`config.mk`:
```
export PLATFORM = sky130hd
export DESIGN_NAME = tga_rle_stream_decoder_flat
export DESIGN_NICKNAME = d
export VERILOG_FILES = /design/src/hdl/trsd_pkg.sv /design/src/hdl/trsd_if.sv /design/src/hdl/trsd_in_stage.sv /design/src/hdl/trsd_parser.sv /design/src/hdl/trsd_out_reg.sv /design/src/hdl/tga_rle_stream_decoder.sv /design/src/flat_wrapper.sv
export SDC_FILE = /design/constraint.sdc
export NUM_CORES = 1
export LEC_CHECK = 0
export BUFFER_PORTS_ARGS = -buffer_cell sky130_fd_sc_hd__buf_2
export CORE_AREA = 2 2 257 208
export DETAILED_ROUTE_END_ITERATION = 10
export DIE_AREA = 0 0 259 210
export GPL_ROUTABILITY_DRIVEN = 1
export GPL_TIMING_DRIVEN = 1
export PLACE_DENSITY = 0.66
export SLEW_MARGIN = 20
export SYNTH_ARGS = -nofsm -noshare
export SYNTH_HDL_FRONTEND = slang
export SYNTH_HIERARCHICAL = 1
export SYNTH_SLANG_ARGS = --single-unit
```
`constraint.sdc`:
```
create_clock -name clk -period 7.6 [get_ports clk]
set_input_delay 1.52 -clock clk [delete_from_list [all_inputs] [get_ports clk]]
set_output_delay 1.52 -clock clk [all_outputs]
set_load 0.05 [all_outputs]
```
`src/hdl/trsd_pkg.sv`:
```
// Shared types and constants for the TGA run-length stream decoder.
`default_nettype none

package trsd_pkg;

  // Result kinds carried on the result channel.
  typedef enum logic [1:0] {
    KIND_PIXEL  = 2'd0,
    KIND_HEADER = 2'd1,
    KIND_ERROR  = 2'd2
  } kind_t;

  // Error codes reported with an error result.
  typedef enum logic [2:0] {
    ERR_NONE      = 3'd0,
    ERR_SIGNATURE = 3'd1,
    ERR_GEOMETRY  = 3'd2,
    ERR_TRUNCATED = 3'd3,
    ERR_OVERRUN   = 3'd4
  } err_t;

  // Parser phases, one-hot.
  typedef enum logic [5:0] {
    PH_IDLE = 6'b000001,
    PH_HEAD = 6'b000010,
    PH_PKT  = 6'b000100,
    PH_PIX  = 6'b001000,
    PH_DONE = 6'b010000,
    PH_ERR  = 6'b100000
  } phase_t;

  // Header byte positions.
  localparam logic [4:0] HDR_SIG_LEN   = 5'd12;
  localparam logic [4:0] HDR_TYPE_IDX  = 5'd2;
  localparam logic [4:0] HDR_WIDTH_LO  = 5'd12;
  localparam logic [4:0] HDR_WIDTH_HI  = 5'd13;
  localparam logic [4:0] HDR_HEIGHT_LO = 5'd14;
  localparam logic [4:0] HDR_HEIGHT_HI = 5'd15;
  localparam logic [4:0] HDR_DEPTH     = 5'd16;
  localparam logic [4:0] HDR_DESC      = 5'd17;

  // Image type codes and accepted depths.
  localparam logic [7:0] TYPE_RAW = 8'd2;
  localparam logic [7:0] TYPE_RLE = 8'd10;
  localparam logic [7:0] DEPTH_24 = 8'd24;
  localparam logic [7:0] DEPTH_32 = 8'd32;

  // Packet header: run flag in the top bit, run length biased by 127.
  localparam logic [7:0] RUN_BIAS = 8'd127;

  // One input beat.
  typedef struct packed {
    logic [7:0] data_byte;
    logic       first_byte;
    logic       last_byte;
  } in_beat_t;

  // One result beat.
  typedef struct packed {
    kind_t       kind;
    logic [7:0]  red;
    logic [7:0]  green;
    logic [7:0]  blue;
    logic [7:0]  alpha;
    logic [7:0]  repeat_res;
    logic [15:0] image_width;
    logic [15:0] image_height;
    logic        depth_is_32;
    err_t        error_code;
    logic        image_done;
  } result_t;

  // Handshake status between the pipeline stages.
  typedef struct packed {
    logic advance;  // Input register hands its beat to the parser.
    logic out_free; // Result register can take a new result.
  } stage_ctl_t;

endpackage

`default_nettype wire

```
`src/hdl/trsd_if.sv`:
```
// Channel interfaces: byte stream in, decoded results out.
`default_nettype none

interface trsd_stream_if;
  logic       valid;
  logic       ready;
  logic [7:0] data_byte;
  logic       first_byte;
  logic       last_byte;

  modport source (output valid, output data_byte, output first_byte, output last_byte,
                  input ready);
  modport sink (input valid, input data_byte, input first_byte, input last_byte,
                output ready);
endinterface

interface trsd_result_if;
  logic        valid;
  logic        ready;
  logic [1:0]  kind;
  logic [7:0]  red;
  logic [7:0]  green;
  logic [7:0]  blue;
  logic [7:0]  alpha;
  logic [7:0]  repeat_res;
  logic [15:0] image_width;
  logic [15:0] image_height;
  logic        depth_is_32;
  logic [2:0]  error_code;
  logic        image_done;

  modport source (output valid, output kind, output red, output green, output blue,
                  output alpha, output repeat_res, output image_width,
                  output image_height, output depth_is_32, output error_code,
                  output image_done, input ready);
  modport sink (input valid, input kind, input red, input green, input blue,
                input alpha, input repeat_res, input image_width,
                input image_height, input depth_is_32, input error_code,
                input image_done, output ready);
endinterface

`default_nettype wire

```
`src/hdl/trsd_in_stage.sv`:
```
// Input register: captures one byte beat and holds it until the parser takes it.
`default_nettype none

module trsd_in_stage
  import trsd_pkg::*;
(
  input  logic        clk,
  input  logic        rst,
  trsd_stream_if.sink stream,
  input  logic        out_free,
  output stage_ctl_t  ctl,
  output logic        beat_valid,
  output in_beat_t    beat
);

  logic     held;
  logic     held_next;
  in_beat_t beat_reg;
  logic     in_fire;

  // The held beat moves on whenever the result register has room.
  assign ctl.advance  = held && out_free;
  assign ctl.out_free = out_free;
  assign stream.ready = !held || ctl.advance;
  assign in_fire      = stream.valid && stream.ready;

  always_comb begin
    held_next = held;
    if (in_fire) begin
      held_next = 1'b1;
    end else if (ctl.advance) begin
      held_next = 1'b0;
    end
  end

  always_ff @(posedge clk) begin
    if (rst) begin
      held <= 1'b0;
    end else begin
      held <= held_next;
    end
  end

  // Payload capture needs no reset.
  always_ff @(posedge clk) begin
    if (in_fire) begin
      beat_reg.data_byte  <= stream.data_byte;
      beat_reg.first_byte <= stream.first_byte;
      beat_reg.last_byte  <= stream.last_byte;
    end
  end

  assign beat_valid = held;
  assign beat       = beat_reg;

endmodule

`default_nettype wire

```
`src/hdl/trsd_parser.sv`:
```
// Header and pixel parser: updates the parse state once per byte and forms its result.
`default_nettype none

module trsd_parser
  import trsd_pkg::*;
(
  input  logic       clk,
  input  logic       rst,
  input  stage_ctl_t ctl,
  input  in_beat_t   beat,
  output logic       res_valid,
  output result_t    res
);

  logic        fire;
  phase_t      phase, phase_next, phase_cur;
  logic [4:0]  hdr_idx, hdr_idx_next, hdr_idx_cur;
  logic        compressed, compressed_next;
  logic [15:0] width_reg, width_reg_next;
  logic [15:0] height_reg, height_reg_next;
  logic        depth32, depth32_next;
  logic        depth_ok, depth_ok_next;
  logic [31:0] pixels_left, pixels_left_next;
  logic [7:0]  packet_left, packet_left_next;
  logic        packet_run, packet_run_next;
  logic [1:0]  byte_idx, byte_idx_next;
  logic [7:0]  pix_b0, pix_b0_next;
  logic [7:0]  pix_b1, pix_b1_next;
  logic [7:0]  pix_b2, pix_b2_next;
  logic        active;
  logic [1:0]  last_pos;
  logic [31:0] pl_dec;
  logic [31:0] pl_run;
  logic [7:0]  pkt_dec;
  logic [31:0] area;
  logic [7:0]  d;

  assign fire = ctl.advance;
  assign d    = beat.data_byte;

  assign phase_cur   = beat.first_byte ? PH_HEAD : phase;
  assign hdr_idx_cur = beat.first_byte ? 5'd0 : hdr_idx;
  assign active      = beat.first_byte || (phase == PH_HEAD) || (phase == PH_PKT) ||
                       (phase == PH_PIX);

  assign last_pos = depth32 ? 2'd3 : 2'd2;
  assign pl_dec   = pixels_left - 32'd1;
  assign pl_run   = pixels_left - {24'd0, packet_left};
  assign pkt_dec  = packet_left - 8'd1;
  assign area     = width_reg * height_reg;

  // Next state and result for the byte now in the input register.
  always_comb begin
    phase_next       = phase;
    hdr_idx_next     = hdr_idx;
    compressed_next  = compressed;
    width_reg_next   = width_reg;
    height_reg_next  = height_reg;
    depth32_next     = depth32;
    depth_ok_next    = depth_ok;
    pixels_left_next = pixels_left;
    packet_left_next = packet_left;
    packet_run_next  = packet_run;
    byte_idx_next    = byte_idx;
    pix_b0_next      = pix_b0;
    pix_b1_next      = pix_b1;
    pix_b2_next      = pix_b2;
    res_valid        = 1'b0;
    res              = '0;

    // A first byte abandons whatever parse was running.
    if (beat.first_byte) begin
      phase_next       = PH_HEAD;
      hdr_idx_next     = '0;
      compressed_next  = 1'b0;
      width_reg_next   = '0;
      height_reg_next  = '0;
      depth32_next     = 1'b0;
      depth_ok_next    = 1'b0;
      pixels_left_next = '0;
      packet_left_next = '0;
      packet_run_next  = 1'b0;
      byte_idx_next    = '0;
      pix_b0_next      = '0;
      pix_b1_next      = '0;
      pix_b2_next      = '0;
    end

    if (active) begin
      unique case (phase_cur)
        PH_HEAD: begin
          hdr_idx_next = (hdr_idx_cur < HDR_DESC) ? hdr_idx_cur + 5'd1 : hdr_idx_cur;
          if (hdr_idx_cur < HDR_SIG_LEN) begin
            // Signature bytes: all zero except the image type.
            if (hdr_idx_cur == HDR_TYPE_IDX) begin
              if (d == TYPE_RAW) begin
                compressed_next = 1'b0;
              end else if (d == TYPE_RLE) begin
                compressed_next = 1'b1;
              end else begin
                res_valid      = 1'b1;
                res.kind       = KIND_ERROR;
                res.error_code = ERR_SIGNATURE;
                phase_next     = PH_ERR;
              end
            end else if (d != 8'd0) begin
              res_valid      = 1'b1;
              res.kind       = KIND_ERROR;
              res.error_code = ERR_SIGNATURE;
              phase_next     = PH_ERR;
            end
          end else if (hdr_idx_cur == HDR_WIDTH_LO) begin
            width_reg_next = {8'd0, d};
          end else if (hdr_idx_cur == HDR_WIDTH_HI) begin
            width_reg_next = {d, width_reg[7:0]};
          end else if (hdr_idx_cur == HDR_HEIGHT_LO) begin
            height_reg_next = {8'd0, d};
          end else if (hdr_idx_cur == HDR_HEIGHT_HI) begin
            height_reg_next = {d, height_reg[7:0]};
          end else if (hdr_idx_cur == HDR_DEPTH) begin
            depth32_next  = (d == DEPTH_32);
            depth_ok_next = (d == DEPTH_24) || (d == DEPTH_32);
          end else begin
            // Descriptor byte: check the geometry and open the pixel data.
            res_valid = 1'b1;
            if ((width_reg == 16'd0) || (height_reg == 16'd0) || !depth_ok) begin
              res.kind       = KIND_ERROR;
              res.error_code = ERR_GEOMETRY;
              phase_next     = PH_ERR;
            end else begin
              res.kind         = KIND_HEADER;
              res.image_width  = width_reg;
              res.image_height = height_reg;
              res.depth_is_32  = depth32;
              pixels_left_next = area;
              packet_left_next = '0;
              packet_run_next  = 1'b0;
              byte_idx_next    = '0;
              pix_b0_next      = '0;
              pix_b1_next      = '0;
              pix_b2_next      = '0;
              phase_next       = compressed ? PH_PKT : PH_PIX;
            end
          end
        end

        PH_PKT: begin
          // Packet header: top bit marks a run.
          if (!d[7]) begin
            packet_left_next = d + 8'd1;
            packet_run_next  = 1'b0;
          end else begin
            packet_left_next = d - RUN_BIAS;
            packet_run_next  = 1'b1;
          end
          phase_next = PH_PIX;
        end

        PH_PIX: begin
          if (byte_idx < last_pos) begin
            // Collect the leading bytes of the pixel.
            unique case (byte_idx)
              2'd0:    pix_b0_next = d;
              2'd1:    pix_b1_next = d;
              default: pix_b2_next = d;
            endcase
            byte_idx_next = byte_idx + 2'd1;
          end else begin
            // Last byte of the pixel: emit the color.
            byte_idx_next = '0;
            pix_b0_next   = '0;
            pix_b1_next   = '0;
            pix_b2_next   = '0;
            res.kind      = KIND_PIXEL;
            res.blue      = pix_b0;
            res.green     = pix_b1;
            res.red       = depth32 ? pix_b2 : d;
            res.alpha     = depth32 ? d : 8'd0;
            res.repeat_res = 8'd1;
            res_valid     = 1'b1;
            if (!compressed) begin
              pixels_left_next = pl_dec;
              res.image_done   = (pl_dec == 32'd0);
              if (pl_dec == 32'd0) begin
                phase_next = PH_DONE;
              end
            end else if (packet_run) begin
              if ({24'd0, packet_left} > pixels_left) begin
                res            = '0;
                res.kind       = KIND_ERROR;
                res.error_code = ERR_OVERRUN;
                phase_next     = PH_ERR;
              end else begin
                pixels_left_next = pl_run;
                res.repeat_res   = packet_left;
                res.image_done   = (pl_run == 32'd0);
                packet_left_next = '0;
                phase_next       = (pl_run == 32'd0) ? PH_DONE : PH_PKT;
              end
            end else begin
              if (pixels_left == 32'd0) begin
                res            = '0;
                res.kind       = KIND_ERROR;
                res.error_code = ERR_OVERRUN;
                phase_next     = PH_ERR;
              end else begin
                pixels_left_next = pl_dec;
                packet_left_next = pkt_dec;
                // A literal packet may outlast the image; only its end completes it.
                if (pkt_dec == 8'd0) begin
                  res.image_done = (pl_dec == 32'd0);
                  phase_next     = (pl_dec == 32'd0) ? PH_DONE : PH_PKT;
                end
              end
            end
          end
        end

        default: begin
        end
      endcase

      // An early end replaces any pixel or header result, not an earlier error.
      if (beat.last_byte && (phase_next != PH_DONE) && (phase_next != PH_ERR)) begin
        res            = '0;
        res.kind       = KIND_ERROR;
        res.error_code = ERR_TRUNCATED;
        res_valid      = 1'b1;
        phase_next     = PH_ERR;
      end
    end
  end

  // Control state.
  always_ff @(posedge clk) begin
    if (rst) begin
      phase       <= PH_IDLE;
      hdr_idx     <= '0;
      compressed  <= 1'b0;
      depth32     <= 1'b0;
      depth_ok    <= 1'b0;
      pixels_left <= '0;
      packet_left <= '0;
      packet_run  <= 1'b0;
      byte_idx    <= '0;
    end else if (fire) begin
      phase       <= phase_next;
      hdr_idx     <= hdr_idx_next;
      compressed  <= compressed_next;
      depth32     <= depth32_next;
      depth_ok    <= depth_ok_next;
      pixels_left <= pixels_left_next;
      packet_left <= packet_left_next;
      packet_run  <= packet_run_next;
      byte_idx    <= byte_idx_next;
    end
  end

  // Header values and partial pixel bytes.
  always_ff @(posedge clk) begin
    if (rst) begin
      width_reg  <= '0;
      height_reg <= '0;
    end else if (fire) begin
      width_reg  <= width_reg_next;
      height_reg <= height_reg_next;
    end
  end

  always_ff @(posedge clk) begin
    if (fire) begin
      pix_b0 <= pix_b0_next;
      pix_b1 <= pix_b1_next;
      pix_b2 <= pix_b2_next;
    end
  end

`ifndef SYNTHESIS
  // Outside a header the pixel budget only shrinks.
  a_budget_shrinks: assert property (@(posedge clk) disable iff (rst)
    (!rst && !(fire && beat.first_byte) && (phase != PH_HEAD)) |=>
      (pixels_left <= $past(pixels_left)))
    else $error("pixel count grew outside a header");

  // Any error result leaves the parser in the error phase.
  a_error_phase: assert property (@(posedge clk) disable iff (rst)
    (fire && res_valid && (res.kind == KIND_ERROR)) |=> (phase == PH_ERR))
    else $error("error reported without entering error phase");

  // The completing pixel ends the image.
  a_done_phase: assert property (@(posedge clk) disable iff (rst)
    (fire && res_valid && res.image_done) |=> (phase == PH_DONE))
    else $error("image completion without entering done phase");

  // Packet headers exist only in run-length images.
  a_pkt_compressed: assert property (@(posedge clk) disable iff (rst)
    (phase == PH_PKT) |-> compressed)
    else $error("packet phase in a raw image");

  // A 24-bit pixel never collects more than two leading bytes.
  a_byte_idx_range: assert property (@(posedge clk) disable iff (rst)
    ((phase == PH_PIX) && !depth32) |-> (byte_idx != 2'd3))
    else $error("pixel byte index out of range");
`endif

endmodule

`default_nettype wire

```
`src/hdl/trsd_out_reg.sv`:
```
// Result register: holds one result beat until the consumer takes it.
`default_nettype none

module trsd_out_reg
  import trsd_pkg::*;
(
  input  logic            clk,
  input  logic            rst,
  input  stage_ctl_t      ctl,
  input  logic            res_valid,
  input  result_t         res,
  output logic            out_free,
  trsd_result_if.source   result
);

  logic    full;
  logic    full_next;
  logic    load;
  result_t res_reg;

  assign out_free = !full || result.ready;
  assign load     = ctl.advance && res_valid;

  always_comb begin
    full_next = full;
    if (load) begin
      full_next = 1'b1;
    end else if (result.ready) begin
      full_next = 1'b0;
    end
  end

  always_ff @(posedge clk) begin
    if (rst) begin
      full <= 1'b0;
    end else begin
      full <= full_next;
    end
  end

  // Payload needs no reset.
  always_ff @(posedge clk) begin
    if (load) begin
      res_reg <= res;
    end
  end

  assign result.valid        = full;
  assign result.kind         = res_reg.kind;
  assign result.red          = res_reg.red;
  assign result.green        = res_reg.green;
  assign result.blue         = res_reg.blue;
  assign result.alpha        = res_reg.alpha;
  assign result.repeat_res   = res_reg.repeat_res;
  assign result.image_width  = res_reg.image_width;
  assign result.image_height = res_reg.image_height;
  assign result.depth_is_32  = res_reg.depth_is_32;
  assign result.error_code   = res_reg.error_code;
  assign result.image_done   = res_reg.image_done;

endmodule

`default_nettype wire

```
`src/hdl/tga_rle_stream_decoder.sv`:
```
// Top level of the TGA type 2 and type 10 stream decoder.
// Feed a TGA file one byte per beat, marking its first and final bytes. The
// decoder checks the 12-byte signature, reads width, height and depth, then
// decodes raw or run-length pixels and emits at most one result per byte: a
// header result after the descriptor byte, one result per decoded color with
// its repeat count (red and blue swapped back to RGB order), or an error.
// It takes one byte every cycle as long as the result side keeps up; while a
// result waits unaccepted at the output, the input register holds one more
// byte and then stalls the input. An accepted byte waits in the input
// register; its result is then registered in the result register. The rate is
// set by the parser state register, which every byte updates once. Bytes before
// the first marked byte, and after completion or an error, are dropped silently
// until the next first byte. No clearing pass follows reset.
`default_nettype none

module tga_rle_stream_decoder
  import trsd_pkg::*;
(
  input  logic          clk,
  input  logic          rst,
  trsd_stream_if.sink   stream,
  trsd_result_if.source result
);

  stage_ctl_t ctl;
  logic       out_free;
  logic       beat_valid;
  in_beat_t   beat;
  logic       res_valid;
  result_t    res;
  logic       parse_fire_ok;

  trsd_in_stage u_in_stage (
    .clk        (clk),
    .rst        (rst),
    .stream     (stream),
    .out_free   (out_free),
    .ctl        (ctl),
    .beat_valid (beat_valid),
    .beat       (beat)
  );

  trsd_parser u_parser (
    .clk       (clk),
    .rst       (rst),
    .ctl       (ctl),
    .beat      (beat),
    .res_valid (res_valid),
    .res       (res)
  );

  trsd_out_reg u_out_reg (
    .clk       (clk),
    .rst       (rst),
    .ctl       (ctl),
    .res_valid (res_valid),
    .res       (res),
    .out_free  (out_free),
    .result    (result)
  );

  // The parser only steps on a held beat.
  assign parse_fire_ok = !ctl.advance || beat_valid;

`ifndef SYNTHESIS
  a_advance_held: assert property (@(posedge clk) disable iff (rst)
    parse_fire_ok)
    else $error("parser stepped without a held beat");

  a_result_done_pixel: assert property (@(posedge clk) disable iff (rst)
    (result.valid && result.image_done) |-> (result.kind == KIND_PIXEL))
    else $error("image completion flagged on a non-pixel result");

  a_no_overwrite: assert property (@(posedge clk) disable iff (rst)
    (result.valid && !result.ready) |-> !(ctl.advance && res_valid))
    else $error("result register overwritten while stalled");
`endif

endmodule

`default_nettype wire

```
`src/flat_wrapper.sv`:
```
// flat-port wrapper written by rule: the top's interface ports become plain ports
module tga_rle_stream_decoder_flat import trsd_pkg::*;
  (clk, rst, stream_valid, stream_data_byte, stream_first_byte, stream_last_byte, stream_ready, result_valid, result_kind, result_red, result_green, result_blue, result_alpha, result_repeat_res, result_image_width, result_image_height, result_depth_is_32, result_error_code, result_image_done, result_ready);
  trsd_stream_if stream_i ();
  trsd_result_if result_i ();
  input  logic clk;
  input  logic rst;
  input wire logic [$bits(stream_i.valid)-1:0] stream_valid;
  input wire logic [$bits(stream_i.data_byte)-1:0] stream_data_byte;
  input wire logic [$bits(stream_i.first_byte)-1:0] stream_first_byte;
  input wire logic [$bits(stream_i.last_byte)-1:0] stream_last_byte;
  output wire logic [$bits(stream_i.ready)-1:0] stream_ready;
  output wire logic [$bits(result_i.valid)-1:0] result_valid;
  output wire logic [$bits(result_i.kind)-1:0] result_kind;
  output wire logic [$bits(result_i.red)-1:0] result_red;
  output wire logic [$bits(result_i.green)-1:0] result_green;
  output wire logic [$bits(result_i.blue)-1:0] result_blue;
  output wire logic [$bits(result_i.alpha)-1:0] result_alpha;
  output wire logic [$bits(result_i.repeat_res)-1:0] result_repeat_res;
  output wire logic [$bits(result_i.image_width)-1:0] result_image_width;
  output wire logic [$bits(result_i.image_height)-1:0] result_image_height;
  output wire logic [$bits(result_i.depth_is_32)-1:0] result_depth_is_32;
  output wire logic [$bits(result_i.error_code)-1:0] result_error_code;
  output wire logic [$bits(result_i.image_done)-1:0] result_image_done;
  input wire logic [$bits(result_i.ready)-1:0] result_ready;
  assign stream_i.valid = stream_valid;
  assign stream_i.data_byte = stream_data_byte;
  assign stream_i.first_byte = stream_first_byte;
  assign stream_i.last_byte = stream_last_byte;
  assign stream_ready = stream_i.ready;
  assign result_valid = result_i.valid;
  assign result_kind = result_i.kind;
  assign result_red = result_i.red;
  assign result_green = result_i.green;
  assign result_blue = result_i.blue;
  assign result_alpha = result_i.alpha;
  assign result_repeat_res = result_i.repeat_res;
  assign result_image_width = result_i.image_width;
  assign result_image_height = result_i.image_height;
  assign result_depth_is_32 = result_i.depth_is_32;
  assign result_error_code = result_i.error_code;
  assign result_image_done = result_i.image_done;
  assign result_i.ready = result_ready;
  tga_rle_stream_decoder u_core (.clk(clk), .rst(rst), .stream(stream_i), .result(result_i));
endmodule
```
* Word-level counts from Yosys, hierarchy flattened
Cells that the tools add are included.
Storage, ports and cells: register bits 204, bits in latches 0, RAM bits 0, memory bits (read-only) 0, input bits 14, output and inout bits 81, logic and storage cells 322, memories 0
Cells by class: add/sub/neg operators 7, multipliers 1, div/mod/pow operators 0, magnitude comparators 4, equality and inequality tests 21, shift operators 0, multiplexer cells 219, bitwise logic cells 3, reduce and logical (&&, ||, !) cells 32
Operator list (number):
- 2-to-1 mux 32 bit | 14
- 2-to-1 mux 8 bit | 51
- 2-to-1 mux 79 bit | 3
- 2-to-1 mux 16 bit | 14
- 2-to-1 mux 36 bit | 5
- 2-to-1 mux 78 bit | 2
- 2-to-1 mux 6 bit | 22
- zero test 32 bit | 3
- one-hot mux 36 bit (2 select lines) | 1
- 2-to-1 mux 33 bit | 2
- one-hot mux 32 bit (2 select lines) | 1
- 2-to-1 mux 1 bit | 61
- one-hot mux 8 bit (2 select lines) | 3
- 2-to-1 mux 2 bit | 22
- 2-to-1 mux 40 bit | 1
- 2-to-1 mux 34 bit | 1
- greater-than comparator 8 x 32 -> 1 bit | 1
- zero test 16 bit | 2
- multiplier 16 x 16 -> 32 bit | 1
- subtractor 32 x 1 -> 32 bit (second input constant) | 1
- subtractor 32 x 8 -> 32 bit | 1
- 2-to-1 mux 5 bit | 6
- one-hot mux 8 bit (3 select lines) | 1
- equality test 5 x 4 -> 1 bit (second input constant) | 4
- 39 further kinds | 64

* Logic depth before layout (Yosys ltp)
Gate-level depths: netlist of run 1.
word-level depth 19, depth in mapped cells 25, mapped depth without buffers 23

* Modules after synthesis
The synthesis of run 1 kept the hierarchy.
By module, submodules not included:
- trsd_parser | times used 1, cells each 2244, area an instance 17770.8 um^2, seq. area each 2502.4 um^2
- trsd_out_reg | times used 1, cells each 84, area an instance 2422.3 um^2, seq. area each 2392.3 um^2
- trsd_in_stage | times used 1, cells each 17, area an instance 370.4 um^2, seq. area each 320.3 um^2

* Least setup slack after synthesis of run 1
Ideal clock, no wire load.
path type reg2reg, start point register u_core.u_parser.height_reg[1], end point register u_core.u_parser.pixels_left[25], library setup time 0.075 ns, data arrival time 6.197 ns, data required time 7.525 ns, path slack 1.329 ns, cell stages (with the launch flop) 24, clock period less this slack 6.271 ns, cell sequence dfxtp_1 -> clkbuf_1 -> clkbuf_1 -> nand2_1 -> fa_1 -> fa_1 -> fa_1 -> fa_1 -> inv_1 -> fa_1 -> inv_1 -> fa_1 -> inv_1 -> ha_1 -> a21o_1 -> a21o_1 -> a21oi_1 -> nand2b_1 -> a311oi_1 -> o21ai_0 -> a21boi_0 -> o41ai_1 -> mux2_2 -> o22ai_1
Between the ends: word-level cells in the longest chain between the ends 12, elaborated cells on any way between the ends 13, classes of those cells mul (1); mux (9); reduce/logical (3)
Ends and longest elaborated chain:
- start, declared | line trsd_parser.sv:20 | logic [15:0] height_reg, height_reg_next;
- start signal, assigned | line trsd_parser.sv:266 | height_reg <= height_reg_next;
- parallel branches: the longest is 3 deep, another holds multiplier 16 x 16 -> 32 bit
- 2-to-1 mux 32 bit (*) | line trsd_parser.sv:126 | if ((width_reg == 16'd0) || (height_reg == 16'd0) || !depth_ok) begin
- 2-to-1 mux 32 bit (*) | line trsd_parser.sv:120 | end else if (hdr_idx_cur == HDR_DEPTH) begin
- 2-to-1 mux 32 bit (*) | line trsd_parser.sv:118 | end else if (hdr_idx_cur == HDR_HEIGHT_HI) begin
- 2-to-1 mux 32 bit (*) | line trsd_parser.sv:116 | end else if (hdr_idx_cur == HDR_HEIGHT_LO) begin
- 2-to-1 mux 32 bit (*) | line trsd_parser.sv:114 | end else if (hdr_idx_cur == HDR_WIDTH_HI) begin
- 2-to-1 mux 32 bit (*) | line trsd_parser.sv:112 | end else if (hdr_idx_cur == HDR_WIDTH_LO) begin
- 2-to-1 mux 32 bit (*) | line trsd_parser.sv:93 | if (hdr_idx_cur < HDR_SIG_LEN) begin
- one-hot mux 32 bit (2 select lines) (*) | line trsd_parser.sv:90 | unique case (phase_cur)
- 2-to-1 mux 32 bit (*) | line trsd_parser.sv:89 | if (active) begin
- end signal, assigned | line trsd_parser.sv:252 | pixels_left <= pixels_left_next;
- end, declared | line trsd_parser.sv:23 | logic [31:0] pixels_left, pixels_left_next;
Every way passes the cells marked *. A chain may end at the register's enable or synchronous reset.

* Final worst setup path of run 1
start point register u_core.u_parser.height_reg[1], end point register u_core.u_parser.pixels_left[31]
Same word-level chain as after synthesis.

==> results of run 1 <==
## final cells by class
class	count	area (µm²)	share of cell area (%)
Clock buffer	33	731	3.25
Clock inverter	13	183	0.812
Inverter	290	1090	4.84
Multi-Input combinational cell	1694	13600	60.6
Sequential cell	204	5220	23.2
Tap cell	693	867	3.85
Timing Repair Buffer	134	771	3.43
## through the flow
step,util [%],power [mW]
global route,43.3,2.78
finish,43.3,2.71
global placement,41.6,1.40
detailed placement,41.6,1.40
CTS,43.3,2.72
floorplan,-,1.34
## worst min-delay path: cells and delay by family (launching register included)
family / cells / cell delay (ns)
DFF: 1 / 0.33
and+or+nand+nor: 1 / 0.07
AOI/OAI and AO/OA: 1 / 0.05
## power by group through the flow
stage	combinational [mW]	clock, mW	sequential, mW
final	0.185	1.32	1.20
after CTS	0.181	1.34	1.20
after global placement	0.179	0	1.22
after floorplan	0.124	0	1.22
after global routing	0.199	1.38	1.20
after detailed placement	0.180	0	1.22
## how the worst max path moves through the flow
| stage | end | slack, ns | cells after the start |
|---|---|---|---|
| after global routing | u_core/u_parser/pixels_left[25] | 0.46 | 21 |
| final | u_core/u_parser/pixels_left[31] | 0.80 | 21 |
| after CTS | u_core/u_parser/pixels_left[31] | 0.83 | 21 |
| after floorplan | u_core/u_parser/pixels_left[25] | 1.33 | 23 |
| after detailed placement | u_core/u_parser/pixels_left[31] | 0.79 | 21 |
| after global placement | u_core/u_parser/pixels_left[31] | 0.97 | 21 |
## placed cells by master, fill, tap and decap left out, types with 12 or more instances in the layout
cell	instances
fa_1	195
o21ai_0	78
nand4_1	17
nand3_1	35
nor3_1	50
dfxtp_1	91
a22oi_1	60
and2_1	126
mux2i_1	15
nor2b_1	13
a22o_1	25
edfxtp_1	113
inv_1	287
xnor2_1	35
a21o_1	20
nand2b_1	16
a21oi_1	97
buf_4	40
nor3b_1	33
a211oi_1	12
ha_1	127
nand2_1	237
clkbuf_16	28
o22ai_1	20
nor4_1	35
and3_1	17
buf_2	94
nor2_1	194
xor2_1	30
## per-layer routing
layer  GRT usage, %  routed length (µm)  vias to the layer above
met5              0                   0                        -
met4           5.10                1340                        0
met3           4.93                6610                      109
met2           35.3               28000                      972
met1           33.8               28400                     8718
li1               -                   -                     7960
==> impl_metrics.sql, run 1 <==
INSERT INTO impl_metrics (metric_group, metric, value, unit) VALUES
('status', 'result_of_the_run', 'finished, final reports clean', ''),
('drt', 'route.detailed.vias_per_inst', '5.80', ''),
('drt', 'drt-pass1-iter-count', '6', ''),
('floorplanning', 'ios', '95', ''),
('clock_tree', 'cts_tree', 'done', ''),
('drt', 'wire_per_inst', '21.0', 'µm'),
('worst_setup_path', 'crit-reg2reg-capture', 'u_core/u_parser/pixels_left[31]', ''),
('power', 'power.leakage', '9.94', 'nW'),
('layout', 'antenna_cells', '0', ''),
('clock_tree', 'cts_inserted_buffers', '25', ''),
('worst_setup_path', 'r2r_worst_path_depth', '21', ''),
('worst_setup_path', 'critPathRequiredTime', '8.02', 'ns'),
('power', 'clockPowerShare', '48.8', '%'),
('layout', 'final_nets', '2685', ''),
('grt', 'grt_pass1_wl', '99400', 'µm'),
('worst_setup_path', 'rr_startpoint', 'u_core/u_parser/height_reg[1]', ''),
('placed_design', 'dp_slack', '0.789', 'ns'),
('grt', 'grt_max_degree', '56', ''),
('power', 'seq_power_share', '44.4', '%'),
('yosys', 'combined_area_of_all_synthesized_cells', '0.0206', 'mm²'),
('yosys', 'net_count_after_synthesis', '2680', ''),
('layout', 'drive_gt1_share', '9.80', '%'),
('worst_setup_path', 'worst_path_largest_cell_delay', '0.77', 'ns'),
('drt', 'vias', '17800', ''),
('sta', 'clock.fmax', '147', 'MHz'),
('sta', 'hold_slack', '0.494', 'ns'),
('layout', 'final_cells', '3061', ''),
('placed_design', 'io_buffer_count', '94', ''),
('sta', 'finalClockSkew', '0.0320', 'ns'),
('power', 'power.combinational.fraction', '6.8', '%'),
('grt', 'grt_antenna_before_repair', '0', ''),
('sta', 'finalSetupViolations', '0', ''),
('floorplanning', 'die_y', '210', 'µm'),
('sta', 'worst-slew-pin-transition', '1.07', 'ns'),
('sta', 'grt_setup_unrepaired', 'no', ''),
('min_path', 'hold-path-endpoint', 'u_core/u_parser/packet_left[6]', ''),
('worst_setup_path', 'critPathSlowestCell', 'dfxtp_1', ''),
('power', 'swShare', '24.3', '%'),
('run', 'max-cap-violations', '0', ''),
('clock_tree', 'number_of_h_tree_levels', '1', ''),
('clock_tree', 'insertion_delay', '0.55', 'ns'),
('worst_setup_path', 'worstPathArrival', '7.22', 'ns'),
('floorplanning', 'die_area', '0.0544', 'mm²'),
('worst_setup_path', 'cell_family_with_most_cp_delay', 'adder cells', ''),
('layout', 'fillers', '4966', ''),
('worst_setup_path', 'worstSetupStartpointType', 'flop', ''),
('worst_setup_path', 'worstSetupStartpoint', 'u_core/u_parser/height_reg[1]', ''),
('placed_design', 'hpwl', '48400', 'µm'),
('power', 'ir_worst_vdd', '175', 'µV'),
('worst_setup_path', 'critical_path_buf_inv_count', '3', ''),
('clock_tree', 'cts-root-buf', 'clkbuf_16', ''),
('placed_design', 'globalplace.congestion', '0.952', ''),
('grt', 'grt_overflow', '0', ''),
('sta', 'final.min_clock_period', '6.80', 'ns'),
('yosys', 'ys.warnings.count', '6', ''),
('min_path', 'worst_hold_startpoint', 'u_core/u_parser/packet_left[6]', ''),
('placed_design', 'post_dp_cell_area', '0.0216', 'mm²'),
('clock_tree', 'cts_post_setup_buffers_inserted', '0', ''),
('power', 'power_per_cell_area', '120', 'mW/mm²'),
('worst_setup_path', 'critical_path.cell_chain', 'nand2_1, fa_1, fa_1, fa_1, fa_1, inv_1, fa_1, inv_1, fa_1, inv_1, ha_1, a21o_1, a21o_1, a21oi_1, nand2b_1, a31oi_1, a311oi_1, o2111ai_1, a21oi_1, xnor2_1, o22ai_1', ''),
('clock_tree', 'cts_hold_buffers', '0', ''),
('grt', 'first_global_vias', '17200', ''),
('grt', 'grt.total_usage', '23.2', '%'),
('sta', 'slew_headroom', '27.8', '%'),
('layout', 'layout.cell_area.non_filler', '0.0225', 'mm²'),
('power', 'power.internal', '2.05', 'mW'),
('floorplanning', 'initial_core_utilization', '39.6', '%'),
('sta', 'tns', '0', 'ns'),
('floorplanning', 'die-width', '259', 'µm'),
('worst_setup_path', 'timing.reg2reg.setup_slack', '0.80', 'ns'),
('worst_setup_path', 'setup_cp_type', 'reg -> reg', '');
No activity file was read; power rests on OpenSTA's default activity.
==> run 2: changes to the inputs <==
- ABC_AREA: not set -> 1
- CORE_AREA: 2 2 257 208 -> 2 2 213 268
- DIE_AREA: 0 0 259 210 -> 0 0 215 270
- PLACE_DENSITY: 0.66 -> 0.65
==> impl_metrics.sql, run 2 <==
INSERT INTO impl_metrics (metric_group, metric, value, unit) VALUES
('status', 'result_of_the_run', 'finished, final reports clean', ''),
('clock_tree', 'tritoncts_num_sinks', '204', ''),
('layout', 'layout_common_cells', '855 x nand2_1, 570 x inv_1, 237 x nor2_1', ''),
('clock_tree', 'cts_hold_buffers', '0', ''),
('layout', 'largest_register', 'u_core/u_parser/pixels_left', ''),
('clock_tree', 'cts_tree', 'done', ''),
('clock_tree', 'number_of_h_tree_levels', '1', ''),
('power', 'power.leakage', '12.0', 'nW'),
('drt', 'drt_first_iter_violations', '1914', ''),
('worst_setup_path', 'critPathSlowestCell', 'dfxtp_1', ''),
('worst_setup_path', 'worstSetupStartpointType', 'flop', ''),
('grt', 'grt_max_degree', '71', ''),
('sta', 'finalSetupViolations', '0', ''),
('layout', 'final_nets', '3433', ''),
('clock_tree', 'clk_pin_slew_worst_paths', '0.07', 'ns'),
('clock_tree', 'cts-root-buf', 'clkbuf_16', ''),
('drt', 'drt-pass1-iter-count', '6', ''),
('worst_setup_path', 'rr_startpoint', 'u_core/u_parser/width_reg[5]', ''),
('drt', 'route.detailed.vias_per_inst', '5.24', ''),
('grt', 'met1_usage', '32.0', '%'),
('min_path', 'worst_hold_startpoint', 'u_core/u_parser/hdr_idx[1]', ''),
('layout', 'antenna_cells', '0', ''),
('drt', 'drc_errors_left', '0', ''),
('sta', 'hold_slack', '0.473', 'ns'),
('worst_setup_path', 'worst_path_largest_cell_delay', '0.82', 'ns'),
('floorplanning', 'initial_core_utilization', '39.6', '%'),
('clock_tree', 'cts_inserted_buffers', '25', ''),
('yosys', 'synthesis.area_per_instance', '7.18', 'µm²'),
('worst_setup_path', 'worstPathArrival', '7.31', 'ns'),
('drt', 'vias', '20200', ''),
('sta', 'post-route-period-util', '90.8', '%'),
('sta', 'tns', '0', 'ns'),
('floorplanning', 'ios', '95', ''),
('sta', 'maxSlewViolCount', '0', ''),
('yosys', 'combined_area_of_all_synthesized_cells', '0.0220', 'mm²'),
('placed_design', 'hpwl', '55800', 'µm'),
('power', 'power_per_cell_area', '125', 'mW/mm²'),
('worst_setup_path', 'worstSetupStartpoint', 'u_core/u_parser/width_reg[5]', ''),
('grt', 'grt_pass1_wl', '112000', 'µm'),
('layout', 'drive_gt1_share', '8.92', '%'),
('worst_setup_path', 'critical_path_buf_inv_count', '4', ''),
('power', 'ir_worst_vdd', '157', 'µV'),
('clock_tree', 'insertion_delay', '0.55', 'ns'),
('floorplanning', 'die_y', '270', 'µm'),
('worst_setup_path', 'crit_path_max_fanout', '19', ''),
('grt', 'first_global_vias', '20000', ''),
('sta', 'clock.fmax', '145', 'MHz'),
('sta', 'grt_setup_unrepaired', 'no', ''),
('run', 'max-cap-violations', '0', ''),
('worst_setup_path', 'end_kind', 'flop', ''),
('grt', 'gr-usage-met2', '42.1', '%'),
('clock_tree', 'cts_resized', '0', ''),
('min_path', 'hp-class', 'reg -> reg', ''),
('floorplanning', 'floorplan.rows', '97', ''),
('grt', 'grt_overflow', '0', ''),
('sta', 'finalClockSkew', '0.0259', 'ns'),
('grt', 'grt.total_usage', '24.4', '%'),
('worst_setup_path', 'critPathRequiredTime', '8.01', 'ns'),
('clock_tree', 'cts_post_setup_buffers_inserted', '0', ''),
('placed_design', 'placedCellCount', '3811', ''),
('worst_setup_path', 'cpMostUsedCell', 'fa_1', ''),
('drt', 'drt_wl_total', '71300', 'µm'),
('grt', 'use_met3', '2.05', '%'),
('placed_design', 'io_buffer_count', '94', ''),
('placed_design', 'globalplace.congestion', '0.990', ''),
('layout', 'final_cells', '3857', ''),
('sta', 'slew_headroom', '29.4', '%'),
('sta', 'final.min_clock_period', '6.90', 'ns'),
('grt', 'busiest_layer', 'met2', ''),
('drt', 'wire_per_inst', '18.5', 'µm'),
('drt', 'drt.antenna.violating_nets', '0', ''),
('floorplanning', 'die-width', '215', 'µm'),
('yosys', 'ys.warnings.count', '6', ''),
('floorplanning', 'core-area', '0.0556', 'mm²'),
('grt', 'grt_antenna_before_repair', '0', ''),
('layout', 'area_delta_synth_final', '9.40', '%'),
('sta', 'hold_viol_final', '0', ''),
('worst_setup_path', 'cell_family_with_most_cp_delay', 'adder cells', ''),
('yosys', 'net_count_after_synthesis', '3397', ''),
('yosys', 'syn-instance-count', '3061', ''),
('worst_setup_path', 'setup_cp_type', 'reg -> reg', ''),
('sta', 'worst-slew-pin-transition', '1.05', 'ns'),
('floorplanning', 'die_area', '0.0581', 'mm²'),
('layout', 'largest_register_ff_count', '32', ''),
('clock_tree', 'clock_path_buffers', '3', ''),
('layout', 'most_common_cell_after_layout_fill_and_taps_aside', 'nand2_1', '');
[run 2: power by group]
group	internal, mW	switching [mW]	total [mW]
sequential	1.19	0.0352	1.22
clock	0.748	0.498	1.25
combinational	0.138	0.407	0.546
total	2.07	0.940	3.01
[run 2: final cells by class]
| cell class | instances | area (µm²) |
|---|---|---|
| timing repair buffer | 138 | 813 |
| tap | 742 | 928 |
| sequential | 204 | 5220 |
| multi-input combinational | 2138 | 14000 |
| fill | 5748 | 31500 |
| clock inverter | 9 | 109 |
| inverter | 590 | 2220 |
| clock buffer | 36 | 741 |
[run 2: final timing paths]
kind / endpoint / slack [ns] / cells after the start
max: u_core/u_parser/pixels_left[25] / 0.70 / 25
min: u_core/u_parser/hdr_idx[1] / 0.47 / 2
max reg2reg: u_core/u_parser/pixels_left[25] / 0.70 / 25
min reg2reg: u_core/u_parser/hdr_idx[1] / 0.47 / 2
[run 2: routing by layer]
layer  wire, µm  vias up
li1           -     9638
met2      34400      819
met4       2740        0
met3       4650      138
met1      29500     9608
met5          0        -
[run 2: metrics by stage]
step / worst slack, ns / power [mW] / area [µm²] / utilization [%]
6_report: 0.698 / 3.01 / 24100 / 43.3
5_1_grt: 0.170 / 3.12 / 24100 / 43.3
4_1_cts: 0.754 / 3.02 / 24000 / 43.3
3_5_place_dp: 0.762 / 1.78 / 23200 / 41.7
3_3_place_gp: 0.848 / 1.78 / 23200 / 41.7
2_1_floorplan: 1.49 / 1.60 / 22000 / -
[run 2: worst reg2reg max path, cell delays in order, from the launching register on]
cell and delay [ns]:
dfxtp_1 0.82, nand2_1 0.17, fa_1 0.53, inv_1 0.05
fa_1 0.53, ha_1 0.16, inv_1 0.05, fa_1 0.46
fa_1 0.55, inv_1 0.05, fa_1 0.45, ha_1 0.36
nand2_1 0.06, inv_1 0.05, a21oi_1 0.08, o21ai_0 0.29
a21boi_0 0.22, o21ai_0 0.66, a21oi_1 0.21, o21ai_0 0.32
a21oi_1 0.13, or2_2 0.29, nand3_1 0.07, nand2_1 0.05
nand2_1 0.06, a21oi_1 0.06
==> run 3: changes to the inputs <==
- CORE_AREA: 2 2 213 268 -> 2 2 201 253
- DIE_AREA: 0 0 215 270 -> 0 0 203 255
- GPL_ROUTABILITY_DRIVEN: 1 -> 0
- PLACE_DENSITY: 0.65 -> 0.71
==> impl_metrics.sql, run 3 (synthesis results as in run 2) <==
INSERT INTO impl_metrics (metric_group, metric, value, unit) VALUES
('floorplanning', 'initial_core_utilization', '44.3', '%'),
('clock_tree', 'tritoncts_num_sinks', '204', ''),
('drt', 'drt-pass1-iter-count', '6', ''),
('grt', 'grt_max_degree', '51', ''),
('sta', 'maxSlewViolCount', '0', ''),
('power', 'ir_worst_vdd', '167', 'µV'),
('drt', 'drc_errors_left', '0', ''),
('layout', 'final_nets', '3419', ''),
('power', 'power.leakage', '11.9', 'nW'),
('sta', 'finalSetupViolations', '0', ''),
('drt', 'wire_per_inst', '18.1', 'µm'),
('clock_tree', 'insertion_delay', '0.55', 'ns'),
('grt', 'grt_overflow', '0', ''),
('worst_setup_path', 'worstSetupStartpointType', 'flop', ''),
('clock_tree', 'cts_hold_buffers', '0', ''),
('clock_tree', 'number_of_h_tree_levels', '1', ''),
('sta', 'post-route-period-util', '86.2', '%'),
('clock_tree', 'clock_path_buffers', '3', ''),
('sta', 'hold_viol_final', '0', ''),
('layout', 'largest_register_ff_count', '32', ''),
('layout', 'most_common_cell_after_layout_fill_and_taps_aside', 'nand2_1', ''),
('worst_setup_path', 'critical_path_buf_inv_count', '5', ''),
('power', 'power_per_cell_area', '126', 'mW/mm²'),
('drt', 'drt_wl_total', '68100', 'µm'),
('sta', 'tns', '0', 'ns'),
('grt', 'grt.total_usage', '26.9', '%'),
('worst_setup_path', 'setup_cp_type', 'reg -> reg', ''),
('sta', 'final.setup.worst_slack', '1.05', 'ns'),
('placed_design', 'dp_slack', '1.13', 'ns'),
('worst_setup_path', 'critPathSlowestCell', 'dfxtp_1', ''),
('clock_tree', 'cts-root-buf', 'clkbuf_16', ''),
('clock_tree', 'cts_inserted_buffers', '24', ''),
('sta', 'finalClockSkew', '0.0121', 'ns'),
('worst_setup_path', 'worst_path_largest_cell_delay', '0.91', 'ns'),
('floorplanning', 'floorplan.rows', '92', ''),
('min_path', 'hp-class', 'reg -> reg', ''),
('drt', 'drt.antenna.violating_nets', '0', ''),
('layout', 'antenna_cells', '0', ''),
('sta', 'clock.fmax', '153', 'MHz'),
('status', 'result_of_the_run', 'finished, final reports clean', ''),
('sta', 'hold_slack', '0.464', 'ns'),
('placed_design', 'placedCellCount', '3715', ''),
('placed_design', 'hpwl', '52300', 'µm'),
('clock_tree', 'clk_pin_slew_worst_paths', '0.06', 'ns'),
('worst_setup_path', 'end_kind', 'flop', ''),
('grt', 'first_global_vias', '20400', ''),
('sta', 'worst-slew-pin-transition', '1.19', 'ns'),
('worst_setup_path', 'worstPathArrival', '6.95', 'ns'),
('grt', 'grt_antenna_before_repair', '0', ''),
('floorplanning', 'ios', '95', ''),
('clock_tree', 'cts_resized', '0', ''),
('grt', 'grt_pass1_wl', '110000', 'µm'),
('layout', 'drive_gt1_share', '8.61', '%'),
('drt', 'route.detailed.vias_per_inst', '5.46', ''),
('worst_setup_path', 'crit_path_max_fanout', '19', ''),
('worst_setup_path', 'critPathRequiredTime', '8.00', 'ns'),
('sta', 'final.min_clock_period', '6.55', 'ns'),
('sta', 'grt_setup_unrepaired', 'no', ''),
('clock_tree', 'cts_post_setup_buffers_inserted', '0', ''),
('floorplanning', 'die-width', '203', 'µm'),
('clock_tree', 'cts_tree', 'done', ''),
('layout', 'area_delta_synth_final', '8.41', '%'),
('floorplanning', 'die_area', '0.0518', 'mm²'),
('layout', 'layout_common_cells', '855 x nand2_1, 570 x inv_1, 238 x nor2_1', ''),
('layout', 'final_cells', '3759', ''),
('drt', 'vias', '20500', ''),
('drt', 'drt_first_iter_violations', '2132', ''),
('sta', 'slew_headroom', '20.6', '%'),
('worst_setup_path', 'cpMostUsedCell', 'fa_1', ''),
('placed_design', 'io_buffer_count', '94', ''),
('layout', 'largest_register', 'u_core/u_parser/pixels_left', ''),
('floorplanning', 'die_y', '255', 'µm'),
('floorplanning', 'core-area', '0.0496', 'mm²'),
('worst_setup_path', 'cell_family_with_most_cp_delay', 'adder cells', ''),
('run', 'max-cap-violations', '0', '');
==> run 3: changes by cell type in the layout (fill, tap and decap cells not counted), sizes merged <==
cell | before | now
inv | 584 | 583
buf | 138 | 125
clkinvlp | 1 | 2
clkbuf | 36 | 35
==> run 3: worst reg2reg max path, delay by kind of cell, from the launching register on <==
kind,cells,cell delay [ns]
buffers and inverters,5,0.37
adder cells (fa/ha/maj),7,3.05
AO/OA/AOI/OAI,8,1.34
AND/OR/NAND/NOR,6,0.71
flip-flops,1,0.91
==> run 3: final timing paths <==
kind / endpoint / start / slack (ns) / cells past startpoint
min reg2reg: u_core/u_parser/hdr_idx[0] / u_core/u_parser/hdr_idx[0] / 0.46 / 2
max: u_core/u_parser/pixels_left[25] / u_core/u_parser/width_reg[5] / 1.05 / 26
min: u_core/u_parser/hdr_idx[0] / u_core/u_parser/hdr_idx[0] / 0.46 / 2
max reg2reg: u_core/u_parser/pixels_left[25] / u_core/u_parser/width_reg[5] / 1.05 / 26
==> run 3: cell type report <==
type                    count  area [µm²]
clock buffers              35         734
clock inverters             9         110
fillers                  4932       25800
inverters                 590        2220
multi-input cells        2138       14000
flip-flops and latches    204        5220
well taps                 658         823
repair buffers            125         703
==> run 3: routing by layer <==
layer | global-route usage (%) | vias to the layer above | share of wire [%]
met5 | 0 | - | 0
met4 | 13.1 | 0 | 5.5
met3 | 4.11 | 257 | 8.7
met2 | 45.1 | 1078 | 47
met1 | 34.0 | 9569 | 39
li1 | - | 9619 | -
==> run 3: power breakdown <==
part	total, mW	switching (mW)	internal, mW
clock network	1.24	0.498	0.740
logic	0.535	0.398	0.137
registers	1.22	0.0310	1.19
==> run 3: stage by stage <==
stage	power, mW	cell area (µm²)	utilization, %
after global routing	3.09	23800	48.0
final	2.99	23800	48.0
after floorplan	1.60	22000	-
after CTS	2.98	23800	48.0
after global placement	1.75	23000	46.3
after detailed placement	1.75	23000	46.3
